--- src/hw/rtl/sfkh_pkg.sv ---
`default_nettype none

package sfkh_pkg;

  // Key layout
  localparam int unsigned KeyWords   = 11;
  localparam int unsigned KeyWordsV4 = 5;
  localparam int unsigned KeyWordsV6 = 11;

  // Pipeline depth: normalize, three mixes of two stages each, final in two stages
  localparam int unsigned NumStages = 9;

  // lookup3 start value, with the length term folded in per key size
  localparam logic [31:0] Lookup3Init = 32'hdeadbeef;
  localparam logic [31:0] InitV4 = Lookup3Init + 32'(KeyWordsV4 * 4);
  localparam logic [31:0] InitV6 = Lookup3Init + 32'(KeyWordsV6 * 4);

  typedef logic [KeyWords-1:0][31:0] sfkh_key_t;

  typedef struct packed {
    logic [31:0] a;
    logic [31:0] b;
    logic [31:0] c;
  } sfkh_abc_t;

  typedef struct packed {
    logic      v6;
    sfkh_abc_t abc;
    sfkh_key_t key;
  } sfkh_stage_t;

  function automatic logic [31:0] rotl(input logic [31:0] x, input int unsigned k);
    return (x << k) | (x >> (32 - k));
  endfunction

  // First three steps of the lookup3 mix
  function automatic sfkh_abc_t mix_h1(input sfkh_abc_t s);
    logic [31:0] a;
    logic [31:0] b;
    logic [31:0] c;
    sfkh_abc_t   r;
    a = s.a;
    b = s.b;
    c = s.c;
    a = a - c; a = a ^ rotl(c, 4); c = c + b;
    b = b - a; b = b ^ rotl(a, 6); a = a + c;
    c = c - b; c = c ^ rotl(b, 8); b = b + a;
    r.a = a;
    r.b = b;
    r.c = c;
    return r;
  endfunction

  // Last three steps of the lookup3 mix
  function automatic sfkh_abc_t mix_h2(input sfkh_abc_t s);
    logic [31:0] a;
    logic [31:0] b;
    logic [31:0] c;
    sfkh_abc_t   r;
    a = s.a;
    b = s.b;
    c = s.c;
    a = a - c; a = a ^ rotl(c, 16); c = c + b;
    b = b - a; b = b ^ rotl(a, 19); a = a + c;
    c = c - b; c = c ^ rotl(b, 4);  b = b + a;
    r.a = a;
    r.b = b;
    r.c = c;
    return r;
  endfunction

  // First four steps of the lookup3 final
  function automatic sfkh_abc_t final_h1(input sfkh_abc_t s);
    logic [31:0] a;
    logic [31:0] b;
    logic [31:0] c;
    sfkh_abc_t   r;
    a = s.a;
    b = s.b;
    c = s.c;
    c = c ^ b; c = c - rotl(b, 14);
    a = a ^ c; a = a - rotl(c, 11);
    b = b ^ a; b = b - rotl(a, 25);
    c = c ^ b; c = c - rotl(b, 16);
    r.a = a;
    r.b = b;
    r.c = c;
    return r;
  endfunction

  // Last three steps of the lookup3 final
  function automatic sfkh_abc_t final_h2(input sfkh_abc_t s);
    logic [31:0] a;
    logic [31:0] b;
    logic [31:0] c;
    sfkh_abc_t   r;
    a = s.a;
    b = s.b;
    c = s.c;
    a = a ^ c; a = a - rotl(c, 4);
    b = b ^ a; b = b - rotl(a, 14);
    c = c ^ b; c = c - rotl(b, 24);
    r.a = a;
    r.b = b;
    r.c = c;
    return r;
  endfunction

endpackage

`default_nettype wire

--- src/hw/rtl/sfkh_norm.sv ---
`default_nettype none

// Builds the direction-independent key words from one tuple.
// IPv4 words sit in slots 0..2, 9, 10 so both key sizes share the final add.
module sfkh_norm (
  input  logic              is_ipv6_i,
  input  logic [63:0]       src_addr_high_i,
  input  logic [63:0]       src_addr_low_i,
  input  logic [63:0]       dst_addr_high_i,
  input  logic [63:0]       dst_addr_low_i,
  input  logic [15:0]       src_port_i,
  input  logic [15:0]       dst_port_i,
  input  logic [7:0]        protocol_i,
  input  logic [7:0]        tunnel_level_i,
  input  logic [11:0]       vlan_outer_i,
  input  logic [11:0]       vlan_inner_i,
  output sfkh_pkg::sfkh_key_t key_o
);
  import sfkh_pkg::*;

  logic [127:0] src_addr;
  logic [127:0] dst_addr;
  logic [127:0] first_addr;
  logic [127:0] other_addr;
  logic         src_first;
  logic [31:0]  v4_lo;
  logic [31:0]  v4_hi;
  logic [15:0]  port_lo;
  logic [15:0]  port_hi;
  logic [31:0]  tail0;
  logic [31:0]  tail1;
  logic [31:0]  tail2;

  assign src_addr = {src_addr_high_i, src_addr_low_i};
  assign dst_addr = {dst_addr_high_i, dst_addr_low_i};

  // Word 0 is most significant, so a wide compare orders like word by word
  assign src_first  = src_addr > dst_addr;
  assign first_addr = src_first ? src_addr : dst_addr;
  assign other_addr = src_first ? dst_addr : src_addr;

  // IPv4 uses address word 0 only, smaller first
  assign v4_lo = (src_addr_high_i[63:32] < dst_addr_high_i[63:32]) ?
                 src_addr_high_i[63:32] : dst_addr_high_i[63:32];
  assign v4_hi = (src_addr_high_i[63:32] < dst_addr_high_i[63:32]) ?
                 dst_addr_high_i[63:32] : src_addr_high_i[63:32];

  // Ports smaller first, first half in bits 15:0
  assign port_lo = (src_port_i < dst_port_i) ? src_port_i : dst_port_i;
  assign port_hi = (src_port_i < dst_port_i) ? dst_port_i : src_port_i;
  assign tail0   = {port_hi, port_lo};
  assign tail1   = {8'h00, tunnel_level_i, 8'h00, protocol_i};
  assign tail2   = {4'h0, vlan_inner_i, 4'h0, vlan_outer_i};

  always_comb begin
    key_o = '0;
    if (is_ipv6_i) begin
      key_o[0] = first_addr[127:96];
      key_o[1] = first_addr[95:64];
      key_o[2] = first_addr[63:32];
      key_o[3] = first_addr[31:0];
      key_o[4] = other_addr[127:96];
      key_o[5] = other_addr[95:64];
      key_o[6] = other_addr[63:32];
      key_o[7] = other_addr[31:0];
      key_o[8] = tail0;
    end else begin
      key_o[0] = v4_lo;
      key_o[1] = v4_hi;
      key_o[2] = tail0;
    end
    key_o[9]  = tail1;
    key_o[10] = tail2;
  end

endmodule

`default_nettype wire

--- config.mk ---
export PLATFORM = sky130hd
export DESIGN_NAME = sfkh_norm
export DESIGN_NICKNAME = d
export VERILOG_FILES = /design/src/hw/rtl/sfkh_pkg.sv /design/src/hw/rtl/sfkh_norm.sv
export SDC_FILE = /design/constraint.sdc
export NUM_CORES = 1
export LEC_CHECK = 0
export ABC_AREA = 1
export BUFFER_PORTS_ARGS = -buffer_cell sky130_fd_sc_hd__buf_4
export CORE_AREA = 4 4 266 268
export DETAILED_ROUTE_END_ITERATION = 10
export DIE_AREA = 0 0 270 272
export PLACE_DENSITY = 0.36
export SYNTH_ARGS = -nofsm -noshare
export SYNTH_HDL_FRONTEND = slang
export SYNTH_SLANG_ARGS = --single-unit
--- constraint.sdc ---
create_clock -name vclk -period 3.1
set_input_delay 0.31 -clock vclk [all_inputs]
set_output_delay 0.31 -clock vclk [all_outputs]
set_load 0.01 [all_outputs]
==> results.rst, run 1 <==
.. list-table::
   :header-rows: 1

   * - Metric
     - Value
   * - Synthesized netlist cell count
     - ~2300
   * - FF/Latch Area
     - 0 um2
   * - Crit Path Class
     - input port to output port
   * - Residual overflow from global routing
     - 0
   * - Required arrival time at the worst endpoint
     - 2.79 ns
   * - Total of max-cap violations
     - 0
   * - Area share of the largest cell type after synthesis
     - a little over a fifth
   * - Total die area
     - around 0.073 mm2
   * - Largest net degree at the start of global routing
     - 96
   * - Global-route layer with the greatest usage
     - met2
   * - Summed instance area of the synthesized netlist
     - approximately 0.011 mm2
   * - Share of the clock period used by the worst path
     - 102%
   * - Relative area change from synthesis to final layout
     - 102%
   * - Synthesized area per cell
     - around 4.9 um2
   * - Number of nets with antenna violations after routing
     - 0
   * - DR DRC count
     - 0
   * - Routed length per placed instance
     - between 20 and 25 um
   * - Total Negative Setup Slacks
     - -1.73 ns
   * - Initial core utilization
     - 16.3%
   * - I/O Pins
     - 681
   * - Cell variety after synth
     - 31
   * - Tot Pwr
     - 0.00528 W
   * - Post-layout utilization of the core
     - around a third
   * - Detailed-router iteration count before antenna repair
     - 5
   * - Type of the tightest min-delay check
     - input port to output port
   * - Part of the Yosys area used for sequential elements
     - 0%
   * - Final wirelength
     - just over 80000 um
   * - LEAKAGE
     - roughly 12 nW
   * - Placement-stage worst setup slack
     - -0.580 ns
   * - Final setup margin
     - -0.0552 ns
   * - Number of hold buffers added after cts
     - 0
   * - Synth Warn #
     - 0
   * - Placeable Area
     - approximately 0.068 mm2
   * - RSZ-0062 raised after global routing
     - true
   * - Fin nets
     - ~3500
   * - Starting DRC count in detailed routing
     - between 800 and 900
   * - Final estimated routing congestion in global placement
     - between 0.9 and 1
   * - Count of filler cells inserted in the layout
     - about 7500
   * - Cell area after layout
     - 0.0226 mm2
   * - Worst Tran Pin Value
     - around 0.65 ns
   * - Relative max-transition margin
     - between 50 and 60%
   * - Top cell type by total area after synthesis
     - nand2_1
   * - Number of endpoints failing setup at the final stage
     - 69
   * - Run status
     - complete, but fails checks
   * - Via count
     - roughly 18000
   * - Critical Path Start Type
     - input port
   * - Detail-routed via count per cell
     - 4.51
   * - Worst setup EP type
     - output port
   * - Worst ir drop on vdd
     - approximately 130 uV
   * - Global-route track usage on met3
     - ~3.1%
   * - Maximum achievable frequency
     - between 300 and 400 MHz
   * - Post-placement cell area
     - roughly 0.018 mm2
   * - Final number of max-transition violations
     - 0
   * - Largest fanout on the critical path
     - 6
   * - Met2 routing resource usage after global routing
     - 35.2%
   * - Total number of sequential cells
     - 0
   * - Number of rows created at floorplan
     - between 90 and 100
   * - Post-synth top cells
     - nand2_1 (643), nand3_1 (398), nor2_1 (381)
   * - Total area of multi-input combinational cells
     - 0.0111 mm2
   * - Power per standard cell area
     - 234 mW/mm2
   * - Arrival time of the worst setup path
     - 2.85 ns
   * - Die Wd
     - 270 um
   * - Crit path time final
     - roughly 3.2 ns
   * - Failing checks
     - setup timing
   * - First-pass GRT wire length
     - approximately 110000 um
   * - Number of clock-tree buffers in the layout
     - 0
   * - Number of global-route vias before repair
     - approximately 17000
   * - Most numerous cell in the Yosys netlist
     - nand2_1
   * - Number of antenna violations at the first check in global routing
     - 7
   * - Met1 GRT Util
     - ~25%
   * - Die Span Y
     - 272 um
   * - Global-route total usage across every layer
     - approximately 20%
   * - Top cells by area, synth
     - nand2_1 (22%), nand3_1 (18%), ha_1 (16%)
   * - Count of input and output buffers
     - 577
   * - Hpwl dp
     - around 59000 um
   * - Hold Fails Final Rpt
     - 0
   * - Proportion of layout cells with a drive suffix above 1
     - 46.9%
==> routing by layer <==
layer | share of wire [%] | wire length, um | vias to the layer above
met2 | 49 | 39700 | 581
met3 | 5.3 | 4250 | 106
met5 | 0.015 | 12 | -
met1 | 43 | 34500 | 8334
li1 | - | - | 8698
met4 | 3.0 | 2440 | 2
==> layout make-up <==
cell class,count,area share (%)
Multi-Input combinational cell,1780,49.2
Timing Repair Buffer,951,40.6
Inverter,307,5.26
Tap cell,882,4.88
Antenna cell,6,0.0664
==> critical path: stages <==
cell and delay (ns):
buf_8 0.10, ha_4 0.27, nand2_4 0.05, nor2_4 0.13
nand4_1 0.20, nor4_2 0.23, buf_4 0.16, and3_4 0.22
nand3_4 0.13, nand2_8 0.11, buf_12 0.15, inv_16 0.06
buf_12 0.13, buf_16 0.14, buf_12 0.14, nor2_4 0.10
nor2_2 0.05, buf_4 0.13
==> cells in the final DEF (no fill, tap or decap), types with 10 or more instances in the layout <==
cell       count
nand2_4       48
buf_12        41
clkbuf_16     16
conb_1        24
nand2_2      106
ha_4          21
o211ai_1      64
nand3_2       82
ha_1         123
a21oi_2       18
nand3_1      309
buf_6        105
buf_8         17
a21oi_1       47
buf_4        736
nor2_2        97
nor2_1       232
nor2_4        53
nand4_1       10
inv_1        284
inv_2         14
o21ai_0       11
buf_16        32
nand2_1      489
==> cell families (layout without fill, tap and decap cells) <==
logic type,Yosys count,count (layout),synth area share [%]
AND/OR/NAND/NOR,1449,1449,54.0
adder cells (fa/ha/maj),144,144,16.1
AO/OA/AOI/OAI,163,163,9.00
buffers and inverters,516,1258,20.9
other,1,30,0.0336
==> per-stage QoR <==
stage | hold WS (ns) | cells
final | 0.620 | 3926
after global routing | 0.620 | 3926
after CTS | 0.620 | 3891
after detailed placement | 0.620 | 3845
after global placement | 0.620 | 3845
after floorplan | 0.712 | 2296
==> final timing paths <==
| path | startpoint | endpoint | slack [ns] | cells after the start |
|---|---|---|---|---|
| setup / recovery | src_addr_high_i[6] | key_o[201] | -0.06 | 18 |
| hold / removal | tunnel_level_i[1] | key_o[305] | 0.62 | 0 |
==> report_power, final <==
part	switching (W)	internal, W	total, W
registers	0	0	0
logic	0.00274	0.00254	0.00528
clock network	0	0.000000000261	0.000000000261
==> timing repair <==
action / CTS / global route
cloned: 26 / 20
pin swaps: 62 / 115
setup buffers: 23 / 13
gates resized for setup: 313 / 470
endpoints found under the setup margin: 256 / 256
No activity file was read; power rests on OpenSTA's default activity.
==> inputs of run 2 (changes only) <==
- CAP_MARGIN: unset -> 20
- CORE_AREA: 4 4 266 268 -> 2 2 264 266
- DIE_AREA: 0 0 270 272 -> 0 0 266 268
- RECOVER_POWER: unset -> 25
==> run 2 against run 1 <==
  * Sequential cell count did not move
  * Via count fell by 1.4%
  * Setup slack got worse by 0.052 ns
  * Combinational power fell by 9.7%
  * First-iteration DRC count rose by 16%
  * Count of clock-buffer cells in the layout did not move
  * Final cell count rose by 0.20%
  * Die area fell by 2.9%
  * Largest power group unchanged
  * Hold slack barely moved
  * The flow still finishes with violations (setup timing)
  * Design area fell by 2.6%
==> results.rst, run 2 (synthesis gave the netlist of run 1 again) <==
.. list-table::
   :header-rows: 1

   * - Metric
     - Value
   * - Switching component of the power
     - between 0.002 and 0.003 W
   * - Top library cells by usage in the layout, fill and taps aside
     - buf_4 (772), nand2_1 (532), nand3_1 (308), inv_1 (277), nor2_1 (254)
   * - Crit path time final
     - ~3.2 ns
   * - Combinational fraction of design power
     - 100.0%
   * - Crit Path Class
     - input port to output port
   * - Routed length per placed instance
     - a little under 20 um
   * - Final wirelength
     - around 78000 um
   * - Total of max-cap violations
     - 0
   * - Relative max-transition margin
     - about 63%
   * - Sequential cell fraction of total power
     - 0%
   * - Detail-routed via count per cell
     - between 4 and 5
   * - Most common cell after layout, fill and taps aside
     - buf_4
   * - Starting DRC count in detailed routing
     - a little over 1000
   * - DR DRC count
     - 0
   * - Largest stage delay, worst path
     - between 0.2 and 0.3 ns
   * - Clock network fraction of design power
     - 0%
   * - Tightest hold margin
     - slightly above 0.6 ns
   * - Number of endpoints failing setup at the final stage
     - between 70 and 80
   * - Largest net degree at the start of global routing
     - approximately 110
   * - Worst Tran Pin Value
     - roughly 0.55 ns
   * - I/O Pins
     - between 600 and 700
   * - Worst ir drop on vdd
     - a little over 90 uV
   * - LEAKAGE
     - around 12 nW
   * - Total die area
     - roughly 0.07 mm2
   * - Number of antenna violations at the first check in global routing
     - 8
   * - Critical Path Start Type
     - input port
   * - Internal Power
     - 0.00223 W
   * - Global-route total usage across every layer
     - approximately a fifth
   * - Maximum achievable frequency
     - 312 MHz
   * - Hold Fails Final Rpt
     - 0
   * - Via count
     - between 15000 and 20000
   * - Run status
     - complete, but fails checks
   * - First-pass GRT wire length
     - ~110000 um
   * - Relative area change from synthesis to final layout
     - 97.2%
   * - Share of the clock period used by the worst path
     - 103%
   * - Type of the tightest min-delay check
     - input port to output port
   * - Arrival time of the worst setup path
     - ~2.9 ns
   * - Number of hold buffers added after cts
     - 0
   * - FF/Latch Area
     - 0 um2
   * - Total area of multi-input combinational cells
     - around 0.011 mm2
   * - Final number of max-transition violations
     - 0
   * - Hpwl dp
     - between 50000 and 60000 um
   * - Power per standard cell area
     - approximately 220 mW/mm2
   * - Worst setup EP type
     - output port
   * - Fraction of power spent switching nets
     - between 50% and 60%
   * - Number of clock-tree buffers in the layout
     - 0
   * - Critical path's slowest cell
     - ha_4
   * - RSZ-0062 raised after global routing
     - true
   * - Initial core utilization
     - 16.4%
   * - Number of rows created at floorplan
     - 96
   * - Count of input and output buffers
     - roughly 580
   * - Cell area after layout
     - around 0.022 mm2
   * - Residual overflow from global routing
     - 0
   * - Largest fanout on the critical path
     - 7
   * - CP cell instances
     - buf_8 -> inv_4 -> ha_4 -> nand2_4 -> nor2_4 -> nand4_1 -> nor4_4 -> and3_4 -> buf_6 -> nand3_4 -> buf_12 -> nand2_8 -> buf_12 -> buf_16 -> clkbuf_16 -> nand2_2 -> nand3_2 -> nand2_2 -> buf_6
   * - Final estimated routing congestion in global placement
     - 0.903
   * - Total number of sequential cells
     - 0
   * - Placeable Area
     - between 0.06 and 0.07 mm2
   * - Final setup margin
     - -0.107 ns
   * - Proportion of layout cells with a drive suffix above 1
     - between 40% and 50%
   * - Number of nets with antenna violations after routing
     - 0
   * - Detailed-router iteration count before antenna repair
     - 5
   * - Failing checks
     - setup timing
   * - Die Wd
     - roughly 270 um
   * - Post-placement cell area
     - ~0.018 mm2
   * - Count of filler cells inserted in the layout
     - between 7000 and 8000
   * - Number of global-route vias before repair
     - roughly 17000
   * - Fin nets
     - roughly 3500
   * - Required arrival time at the worst endpoint
     - 2.79 ns
   * - Die Span Y
     - about 270 um
run 2: changes by cell type in the layout (fill, tap and decap cells not counted), moves of 7 or more:
| cell | delta |
|---|---|
| a21oi_1 | +9 |
| buf_4 | +36 |
| nand2_4 | -38 |
| nor2_4 | -24 |
| buf_6 | -12 |
| inv_1 | -7 |
| buf_8 | -10 |
| inv_2 | +8 |
| buf_16 | -9 |
| nand2_1 | +43 |
| a21oi_2 | -8 |
| nor2_1 | +22 |
run 2: worst max-delay path, delay by kind of cell:
kind,cells,cell delay (ns)
adder cells (fa/ha/maj),1,0.27
buffers and inverters,8,0.95
AND/OR/NAND/NOR,10,1.31
run 2: metrics by stage:
stage | TNS, ns | worst slack, ns | total power (W) | utilization, % | instances
global placement | -100.92 | -0.551 | 0.00389 | 26.8 | 3857
finish | -2.48 | -0.107 | 0.00477 | 32.3 | 3934
global route | -26.42 | -0.218 | 0.00518 | 32.3 | 3933
detailed placement | -101.07 | -0.549 | 0.00388 | 26.8 | 3857
floorplan | 0 | 0.601 | 0.00187 | - | 2296
CTS | -27.64 | -0.198 | 0.00434 | 29.3 | 3899
run 2: final timing paths:
path                          startpoint          to  slack [ns]  depth (start not counted)
worst max-delay path  dst_addr_high_i[7]   key_o[10]       -0.11                         19
worst min-delay path     vlan_outer_i[1]  key_o[321]        0.62                          0
run 2: power by group through the flow:
stage	logic [W]	clock network, W	registers (W)
final	0.00477	0.000000000260	0
after detailed placement	0.00388	0	0
after global routing	0.00518	0.000000000216	0
after floorplan	0.00187	0	0
after CTS	0.00434	0	0
after global placement	0.00389	0	0
run 2: routing by layer:
metal | global-route usage [%] | vias up | share of wire (%)
li1 | - | 8719 | -
met1 | 24.6 | 8061 | 42
met2 | 34.1 | 561 | 48
met3 | 3.36 | 129 | 5.8
met4 | 7.20 | 4 | 3.7
met5 | 0 | - | 0.033
run 2: cell type report:
| class | instances | area share, % |
|---|---|---|
| repair buffers | 958 | 40.8 |
| well taps | 882 | 5.01 |
| diodes | 6 | 0.0682 |
| inverters | 307 | 5.34 |
| multi-input cells | 1781 | 48.8 |
run 2: repair_timing:
item	in CTS	in global routing
buffers inserted	20	12
cloned	23	24
pin swaps	85	149
setup endpoints to repair	256	256
gates resized for setup	225	386
